<file path="src/hw/rtl/assert_macros.svh">
`ifndef ASSERT_MACROS_SVH
`define ASSERT_MACROS_SVH

// same-cycle implication
`define ASSERT_IMP(lbl, clk, rstn, ante, cons) \
  lbl: assert property (@(posedge clk) disable iff (!(rstn)) (ante) |-> (cons)) \
    else $error("assertion failed");

// next-cycle implication
`define ASSERT_NEXT(lbl, clk, rstn, ante, cons) \
  lbl: assert property (@(posedge clk) disable iff (!(rstn)) (ante) |=> (cons)) \
    else $error("assertion failed");

`endif

</file>
<file path="src/hw/rtl/nrmq_pkg.sv">
`timescale 1ns / 1ps

package nrmq_pkg;

  localparam int CMD_W    = 2;
  localparam int NUC_W    = 2;
  localparam int IDX_W    = 10;
  localparam int FACTOR_W = 3;

  localparam logic [CMD_W-1:0] CMD_CLEAR  = 2'd0;
  localparam logic [CMD_W-1:0] CMD_APPEND = 2'd1;
  localparam logic [CMD_W-1:0] CMD_QUERY  = 2'd2;

  localparam logic [NUC_W-1:0] NUC_A = 2'd0;
  localparam logic [NUC_W-1:0] NUC_C = 2'd1;
  localparam logic [NUC_W-1:0] NUC_G = 2'd2;

  localparam logic [FACTOR_W-1:0] FACTOR_A = 3'd1;
  localparam logic [FACTOR_W-1:0] FACTOR_C = 3'd2;
  localparam logic [FACTOR_W-1:0] FACTOR_G = 3'd3;
  localparam logic [FACTOR_W-1:0] FACTOR_T = 3'd4;

  localparam logic STATUS_OK  = 1'b0;
  localparam logic STATUS_BAD = 1'b1;

  typedef struct packed {
    logic clear;
    logic append;
    logic rd_lo;
    logic rd_hi;
    logic finish;
  } nrmq_ctl_t;

endpackage

</file>
<file path="src/hw/rtl/nrmq_ctrl.sv">
`timescale 1ns / 1ps

module nrmq_ctrl (
  input  logic                        clk,
  input  logic                        rst_n,
  input  logic                        in_valid,
  input  logic [nrmq_pkg::CMD_W-1:0]  in_cmd,
  input  logic                        out_free,
  output logic                        in_stall,
  output nrmq_pkg::nrmq_ctl_t         ctl
);
  import nrmq_pkg::*;

  typedef enum logic [2:0] {
    ST_IDLE  = 3'b001,
    ST_RD_HI = 3'b010,
    ST_FIN   = 3'b100
  } state_t;

  state_t state_r, state_nxt;
  logic   accept;

  assign accept   = in_valid && (state_r == ST_IDLE);
  assign in_stall = (state_r != ST_IDLE);

  always_comb begin
    ctl        = '0;
    ctl.clear  = accept && (in_cmd == CMD_CLEAR);
    ctl.append = accept && (in_cmd == CMD_APPEND);
    ctl.rd_lo  = accept && (in_cmd == CMD_QUERY);
    ctl.rd_hi  = (state_r == ST_RD_HI);
    ctl.finish = (state_r == ST_FIN) && out_free;
  end

  always_comb begin
    state_nxt = state_r;
    unique case (state_r)
      ST_IDLE: begin
        if (ctl.rd_lo) state_nxt = ST_RD_HI;
      end
      ST_RD_HI: begin
        state_nxt = ST_FIN;
      end
      ST_FIN: begin
        if (out_free) state_nxt = ST_IDLE;
      end
      default: begin
        state_nxt = ST_IDLE;
      end
    endcase
  end

  always_ff @(posedge clk) begin
    if (!rst_n) begin
      state_r <= ST_IDLE;
    end else begin
      state_r <= state_nxt;
    end
  end

endmodule

</file>
<file path="config.mk">
export PLATFORM = sky130hd
export DESIGN_NAME = nrmq_ctrl
export DESIGN_NICKNAME = d
export VERILOG_FILES = /design/src/hw/rtl/assert_macros.svh /design/src/hw/rtl/nrmq_pkg.sv /design/src/hw/rtl/nrmq_ctrl.sv
export SDC_FILE = /design/constraint.sdc
export NUM_CORES = 1
export LEC_CHECK = 0
export ABC_AREA = 1
export BUFFER_PORTS_ARGS = -buffer_cell sky130_fd_sc_hd__buf_2
export CORE_AREA = 3 3 40 42
export CTS_BUF_LIST = sky130_fd_sc_hd__clkbuf_4
export CTS_CLUSTER_SIZE = 12
export DETAILED_ROUTE_END_ITERATION = 12
export DIE_AREA = 0 0 43 45
export RECOVER_POWER = 50
export REMOVE_ABC_BUFFERS = 1
export SLEW_MARGIN = 20
export SYNTH_ARGS = -nofsm -noshare
export SYNTH_HDL_FRONTEND = slang
export SYNTH_SLANG_ARGS = --single-unit
export TNS_END_PERCENT = 30
</file>
<file path="constraint.sdc">
create_clock -name clk -period 2.44 [get_ports clk]
set_input_delay 0.488 -clock clk [delete_from_list [all_inputs] [get_ports clk]]
set_output_delay 0.488 -clock clk [all_outputs]
set_load 0.05 [all_outputs]
</file>
==> results of run 1 <==
==> power by group <==
group          switching [mW]  internal [mW]
combinational          0.0256        0.00999
sequential            0.00187         0.0512
clock                  0.0247         0.0723
total                  0.0522          0.133
==> metal layers <==
metal / global-route usage, % / vias up / share of wire (%)
li1: - / 117 / -
met3: 2.789 / 0 / 12
met5: 0 / - / 0
met4: 9.036 / 0 / 0
met2: 6.886 / 10 / 45
met1: 6.954 / 96 / 43
==> logic make-up after synthesis <==
group | after synthesis | share of synthesized area (%)
and+or+nand+nor | 15 | 42.37
buffers and inverters | 8 | 18.75
DFF | 3 | 33.33
AOI/OAI and AO/OA | 2 | 5.550
==> synth_stat cells <==
master,count
nor3_1,3
inv_1,7
nor2_2,1
nand2_2,1
dfxtp_1,3
o21ai_0,1
nand3_1,4
a21oi_1,1
nor4_1,1
nand2_1,2
buf_4,1
nand3b_1,1
nor2_1,2
==> through the flow <==
stage,util [%],worst slack [ns],hold slack (ns),instance area [um2]
after floorplan,-,-0.01362,0.5010,172.7
after global placement,19.18,0.8601,0.5311,246.5
after detailed placement,19.18,0.8623,0.5240,246.5
after CTS,21.52,0.6267,0.4590,276.5
after global routing,21.13,0.4605,0.4728,271.5
final,21.13,0.6046,0.4651,271.5
==> cells in the final DEF, fill, tap and decap left out, drive strengths merged <==
cell,count
nor4,1
inv,7
dfxtp,3
o21ai,1
nor2,3
nand3b,1
nand3,4
clkbuf,6
nor3,3
nand2,3
a21oi,1
buf,9
==> area by class of cell <==
type	instances	area (um2)
flip-flops and latches	3	60.06
repair buffers	11	52.55
well taps	15	18.77
clock buffers	4	30.03
multi-input cells	17	83.83
inverters	7	26.28
fillers	150	1013
==> final timing paths <==
check                          startpoint                       to  slack, ns  depth (start not counted)
setup / recovery  state_r[0]$_SDFFE_PN1P_                   ctl[4]       0.60                          5
hold / removal                      rst_n  state_r[0]$_SDFFE_PN1P_       0.47                          2
setup reg to reg  state_r[0]$_SDFFE_PN1P_  state_r[1]$_SDFFE_PN0P_       1.53                          4
hold reg to reg   state_r[2]$_SDFFE_PN0P_  state_r[2]$_SDFFE_PN0P_       0.51                          2
==> insert_results.sql, run 1 <==
INSERT INTO impl_metrics (metric_group, metric, value, unit) VALUES
('yosys', 'yosys_warnings', '0', ''),
('clock_tree', 'clock_path_buffers', '2', ''),
('power', 'worst_ir_drop_vdd', '0.0001655', 'V'),
('yosys', 'ys_seq_area_share', '33.33', '%'),
('finish', 'antenna_cells_inserted', '0', ''),
('yosys', 'ys_top_cells_by_area', 'dfxtp_1 (33%), inv_1 (15%), nand3_1 (11%)', ''),
('critical_path', 'crit_path_max_fanout', '5', ''),
('finish', 'final-instance-count-excl-fill', '57', ''),
('yosys', 'synth.cell_area', '180.2', 'um2'),
('yosys', 'synthesis.instances', '28', ''),
('clock_tree', 'clockRootBuffer', 'clkbuf_4', ''),
('global_route', 'groute.usage.overall', '6.151', '%'),
('floorplanning', 'initial_utilization', '14.02', '%'),
('power', 'leakage', '0.1543', 'nW'),
('drt', 'dr_total_vias', '223', ''),
('critical_path', 'crit_path_max_delay_family', 'simple AND/OR/NAND/NOR gates', ''),
('finish', 'largest_register_ff_count', '3', ''),
('critical_path', 'path_cells', 'nand2_1 -> nor2_1 -> nand2_2 -> nor3_1 -> buf_2', ''),
('critical_path', 'timing.setup.critical_path_class', 'reg -> out', ''),
('clock_tree', 'cts-htree-levels', '1', ''),
('power', 'totalPowerFinal', '185.7', 'uW'),
('floorplanning', 'boundaryPins', '12', ''),
('clock_tree', 'cts.clk_slew.worst_paths', '0.03', 'ns'),
('clock_tree', 'number_of_buffers_inserted_by_hold_repair_at_cts', '0', ''),
('placed_design', 'gpl.final_weighted_congestion', '0.6464', ''),
('sta', 'slew_violations', '0', ''),
('sta', 'setup_repair_after_global_routing_missed_its_margin', 'no', ''),
('finish', 'design.final.nets', '49', ''),
('sta', 'finalHoldViolCount', '0', ''),
('clock_tree', 'ctsResizeCount', '0', ''),
('yosys', 'synth_cell_types', '13', ''),
('clock_tree', 'cts_num_sinks', '3', ''),
('drt', 'number_of_detailed_route_iterations_in_the_first_pass', '3', ''),
('sta', 'finalClockSkew', '0.0001304', 'ns'),
('min_path', 'min_path_type', 'in -> reg', ''),
('clock_tree', 'clk-insertion-delay-late', '0.23', 'ns'),
('floorplanning', 'dieArea', '0.001935', 'mm2'),
('drt', 'post_route_drc', '0', ''),
('clock_tree', 'post_cts_setup_repair_buffer_count', '0', ''),
('floorplanning', 'core_region_area', '0.001285', 'mm2'),
('power', 'power_density', '683.8', 'mW/mm2'),
('sta', 'final_setup_fails', '0', ''),
('floorplanning', 'std_cell_rows', '13', ''),
('sta', 'layout_worst_path_cycle_share', '75.22', '%'),
('run', 'timing.max_cap.violations', '0', ''),
('sta', 'fin_tns_setup', '0', 'ns'),
('drt', 'drt_wl_total', '429', 'um'),
('critical_path', 'crit_required', '1.95', 'ns'),
('yosys', 'ffs_latches_synth', '3', ''),
('global_route', 'grt_antenna_before_repair', '0', ''),
('global_route', 'grt_first_pass_wirelength', '800', 'um'),
('yosys', 'synth.largest_area_cell', 'dfxtp_1', ''),
('placed_design', 'placedCellCount', '53', ''),
('critical_path', 'cp_slowest_stage_delay', '0.37', 'ns'),
('drt', 'drtIter0Drc', '1', ''),
('floorplanning', 'die_h', '45', 'um'),
('drt', 'wire_per_inst', '7.526', 'um'),
('floorplanning', 'die_x', '43', 'um'),
('yosys', 'yosys.area.top_type_share', '33.33', '%'),
('finish', 'layout-drive-gt1-share', '33.33', '%'),
('drt', 'routed_via_density', '3.912', ''),
('sta', 'max_freq', '544.9', 'MHz'),
('placed_design', 'portBuffers', '11', ''),
('drt', 'route.antenna.remaining_nets', '0', ''),
('finish', 'top_register', 'state_r', ''),
('placed_design', 'place_hpwl', '360.5', 'um'),
('status', 'status', 'completed', ''),
('finish', 'largestRegisters', 'state_r x3', ''),
('clock_tree', 'cts-buffers-inserted', '3', ''),
('critical_path', 'cp.arrival', '1.35', 'ns'),
('sta', 'timing.final.crit_period', '1.835', 'ns'),
('critical_path', 'critical_path.endpoint_type', 'primary output', ''),
('sta', 'tightest_slew', '0.5928', 'ns'),
('critical_path', 'worst-path-buf-inv', '1', ''),
('finish', 'area_growth', '50.69', '%'),
('yosys', 'synthesis.area_per_instance', '6.435', 'um2'),
('sta', 'slew_hr', '60.65', '%'),
('clock_tree', 'cts_tree', 'built', ''),
('global_route', 'overflow', '0', ''),
('global_route', 'maximum_number_of_pins_on_one_net_before_global_route_repair', '6', ''),
('global_route', 'first_global_vias', '215', ''),
('critical_path', 'timing.critical_path.slowest_stage_cell', 'dfxtp_1', ''),
('critical_path', 'worstSetupStartpointType', 'flip-flop', '');
No activity file was read; power rests on OpenSTA's default activity.
==> run 2: changes to the inputs <==
- clock period: 2.44 -> 1.5 ns (I/O delays scaled with it)
==> run 2 against run 1 <==
Combinational power up 120%. Sequential power up 65%. Clock-buffer cell count unchanged. Sequential share of layout area down 3.5 points. Worst hold slack worse by 0.19 ns. Global-route usage down 0.66 points. Final area up 26%. Clock skew up 0.00092 ns. Via count down 1.3%. Die area unchanged. Non-clock buffer count unchanged. Critical path type unchanged. Largest power group unchanged.
==> insert_results.sql, run 2 (synthesized netlist as in run 1, its figures left out) <==
INSERT INTO impl_metrics (metric_group, metric, value, unit) VALUES
('status', 'status', 'completed', ''),
('placed_design', 'place_hpwl', '346.6', 'um'),
('floorplanning', 'die_h', '45', 'um'),
('floorplanning', 'die_x', '43', 'um'),
('clock_tree', 'cts-buffers-inserted', '3', ''),
('power', 'worst_ir_drop_vdd', '0.0002710', 'V'),
('floorplanning', 'core_region_area', '0.001285', 'mm2'),
('sta', 'tightest_slew', '0.2497', 'ns'),
('sta', 'final_setup_fails', '0', ''),
('critical_path', 'timing.critical_path.slowest_stage_cell', 'dfxtp_2', ''),
('finish', 'top_register', 'state_r', ''),
('placed_design', 'placedInstanceArea', '246.5', 'um2'),
('clock_tree', 'clockRootBuffer', 'clkbuf_4', ''),
('power', 'power_density', '944.1', 'mW/mm2'),
('sta', 'slew_hr', '83.47', '%'),
('placed_design', 'gpl.final_weighted_congestion', '0.6916', ''),
('power', 'sequentialPowerShare', '27.1', '%'),
('critical_path', 'worstSetupStartpointType', 'flip-flop', ''),
('global_route', 'first_global_vias', '200', ''),
('clock_tree', 'cts_num_sinks', '3', ''),
('clock_tree', 'post_cts_setup_repair_buffer_count', '0', ''),
('sta', 'timing.final.crit_period', '1.467', 'ns'),
('global_route', 'overflow', '0', ''),
('floorplanning', 'std_cell_rows', '13', ''),
('power', 'p_comb_share', '24.0', '%'),
('global_route', 'maximum_number_of_pins_on_one_net_before_global_route_repair', '6', ''),
('finish', 'final_area', '342.8', 'um2'),
('finish', 'antenna_cells_inserted', '0', ''),
('critical_path', 'crit_path_max_fanout', '4', ''),
('power', 'clock_power_share', '48.9', '%'),
('clock_tree', 'clk-insertion-delay-late', '0.23', 'ns'),
('sta', 'layout_worst_path_cycle_share', '97.82', '%'),
('power', 'fraction_of_power_spent_switching_nets', '29.69', '%'),
('finish', 'layout-drive-gt1-share', '59.52', '%'),
('finish', 'largest_register_ff_count', '3', ''),
('critical_path', 'path_cells', 'inv_2 -> nand2_2 -> nor2_4 -> nand2_4 -> nor3_4 -> buf_6', ''),
('critical_path', 'cp.arrival', '1.17', 'ns'),
('sta', 'setup_repair_after_global_routing_missed_its_margin', 'yes', ''),
('finish', 'area_growth', '90.28', '%'),
('clock_tree', 'number_of_buffers_inserted_by_hold_repair_at_cts', '0', ''),
('drt', 'routed_via_density', '3.860', ''),
('sta', 'finalHoldViolCount', '0', ''),
('sta', 'fin_tns_setup', '0', 'ns'),
('placed_design', 'preCtsSetupSlack', '0.1421', 'ns'),
('drt', 'drtIter0Drc', '1', ''),
('run', 'timing.max_cap.violations', '0', ''),
('drt', 'wire_per_inst', '7.807', 'um'),
('critical_path', 'critical_path.endpoint_type', 'primary output', ''),
('sta', 'max_freq', '681.5', 'MHz'),
('sta', 'finalHoldWorstSlack', '0.2729', 'ns'),
('critical_path', 'cp_slowest_stage_delay', '0.33', 'ns'),
('drt', 'dr_total_vias', '220', ''),
('sta', 'slew_violations', '0', ''),
('sta', 'final.setup.worst_slack', '0.03271', 'ns'),
('finish', 'largestRegisters', 'state_r x3', ''),
('power', 'leakage', '0.1760', 'nW'),
('floorplanning', 'dieArea', '0.001935', 'mm2'),
('min_path', 'min_path_type', 'in -> reg', ''),
('global_route', 'grt_antenna_before_repair', '0', ''),
('placed_design', 'portBuffers', '11', ''),
('sta', 'finalClockSkew', '0.001052', 'ns'),
('finish', 'multi_input_area', '127.6', 'um2'),
('clock_tree', 'cts.clk_slew.worst_paths', '0.04', 'ns'),
('clock_tree', 'cts_tree', 'built', ''),
('global_route', 'groute.usage.overall', '5.491', '%'),
('drt', 'number_of_detailed_route_iterations_in_the_first_pass', '2', ''),
('finish', 'layout.cells.most_common', 'buf_2', ''),
('power', 'totalPowerFinal', '323.7', 'uW'),
('power', 'net-switching-power', '96.11', 'uW'),
('floorplanning', 'initial_utilization', '14.02', '%'),
('finish', 'combined_flip_flop_and_latch_cell_area', '63.81', 'um2'),
('global_route', 'grt_first_pass_wirelength', '724', 'um'),
('drt', 'route.antenna.remaining_nets', '0', ''),
('drt', 'drt_wl_total', '445', 'um'),
('critical_path', 'timing.setup.critical_path_class', 'reg -> out', ''),
('clock_tree', 'clock_path_buffers', '2', ''),
('floorplanning', 'boundaryPins', '12', ''),
('power', 'internal-power', '227.5', 'uW'),
('drt', 'post_route_drc', '0', ''),
('finish', 'num-fill-cells', '144', ''),
('critical_path', 'crit_required', '1.20', 'ns'),
('finish', 'most-common-layout-cells', 'buf_2 (7), inv_1 (6), nand3_1 (4), clkbuf_4 (4)', ''),
('finish', 'design.final.nets', '49', ''),
('clock_tree', 'cts-htree-levels', '1', '');
==> run 2: power by group through the flow <==
stage          clock network (mW)  registers, mW  logic [mW]
3_3_place_gp                    0         0.0870      0.0599
4_1_cts                     0.168         0.0872      0.0680
5_1_grt                     0.173         0.0883      0.0837
2_1_floorplan                   0         0.0868      0.0432
3_5_place_dp                    0         0.0873      0.0599
6_report                    0.158         0.0877      0.0776
==> run 2: cell type report <==
class | count | area share [%]
clock buffers | 4 | 8.759
inverters | 7 | 7.664
multi-input cells | 17 | 37.23
flip-flops and latches | 3 | 18.61
well taps | 15 | 5.474
repair buffers | 11 | 22.26
==> run 2: path summary, 6_finish.rpt <==
| kind | depth (start not counted) | end | start | slack [ns] |
|---|---|---|---|---|
| worst max-delay path | 6 | ctl[4] | state_r[1]$_SDFFE_PN0P_ | 0.03 |
| worst min-delay path | 2 | state_r[0]$_SDFFE_PN1P_ | rst_n | 0.27 |
| worst max register to register | 5 | state_r[1]$_SDFFE_PN0P_ | state_r[1]$_SDFFE_PN0P_ | 0.66 |
| worst min register to register | 2 | state_r[2]$_SDFFE_PN0P_ | state_r[2]$_SDFFE_PN0P_ | 0.53 |
==> run 2: per-stage QoR <==
stage               utilization (%)  std cells
finish                        26.68         57
global route                  26.68         57
CTS                           24.05         57
detailed placement            19.18         53
global placement              19.18         53
floorplan                         -         27
==> run 2: critical path: cells and delay by family (launching register included) <==
family                 cells  cell delay [ns]
AND/OR/NAND/NOR            4             0.37
flip-flops                 1             0.33
buffers and inverters      2             0.24
==> run 2: layer usage <==
layer	share of wire (%)	global-route usage (%)	up-vias	wire length [um]
li1	-	-	118	-
met1	42	5.529	92	188
met2	45	7.186	10	200
met3	13	2.789	0	57
met4	0	7.229	0	0
met5	0	0	-	0
==> run 2: what timing repair did <==
item,CTS,global route
endpoints found under the setup margin,4,4
gates resized for setup,12,7
pin swaps,1,2
cloned,0,0
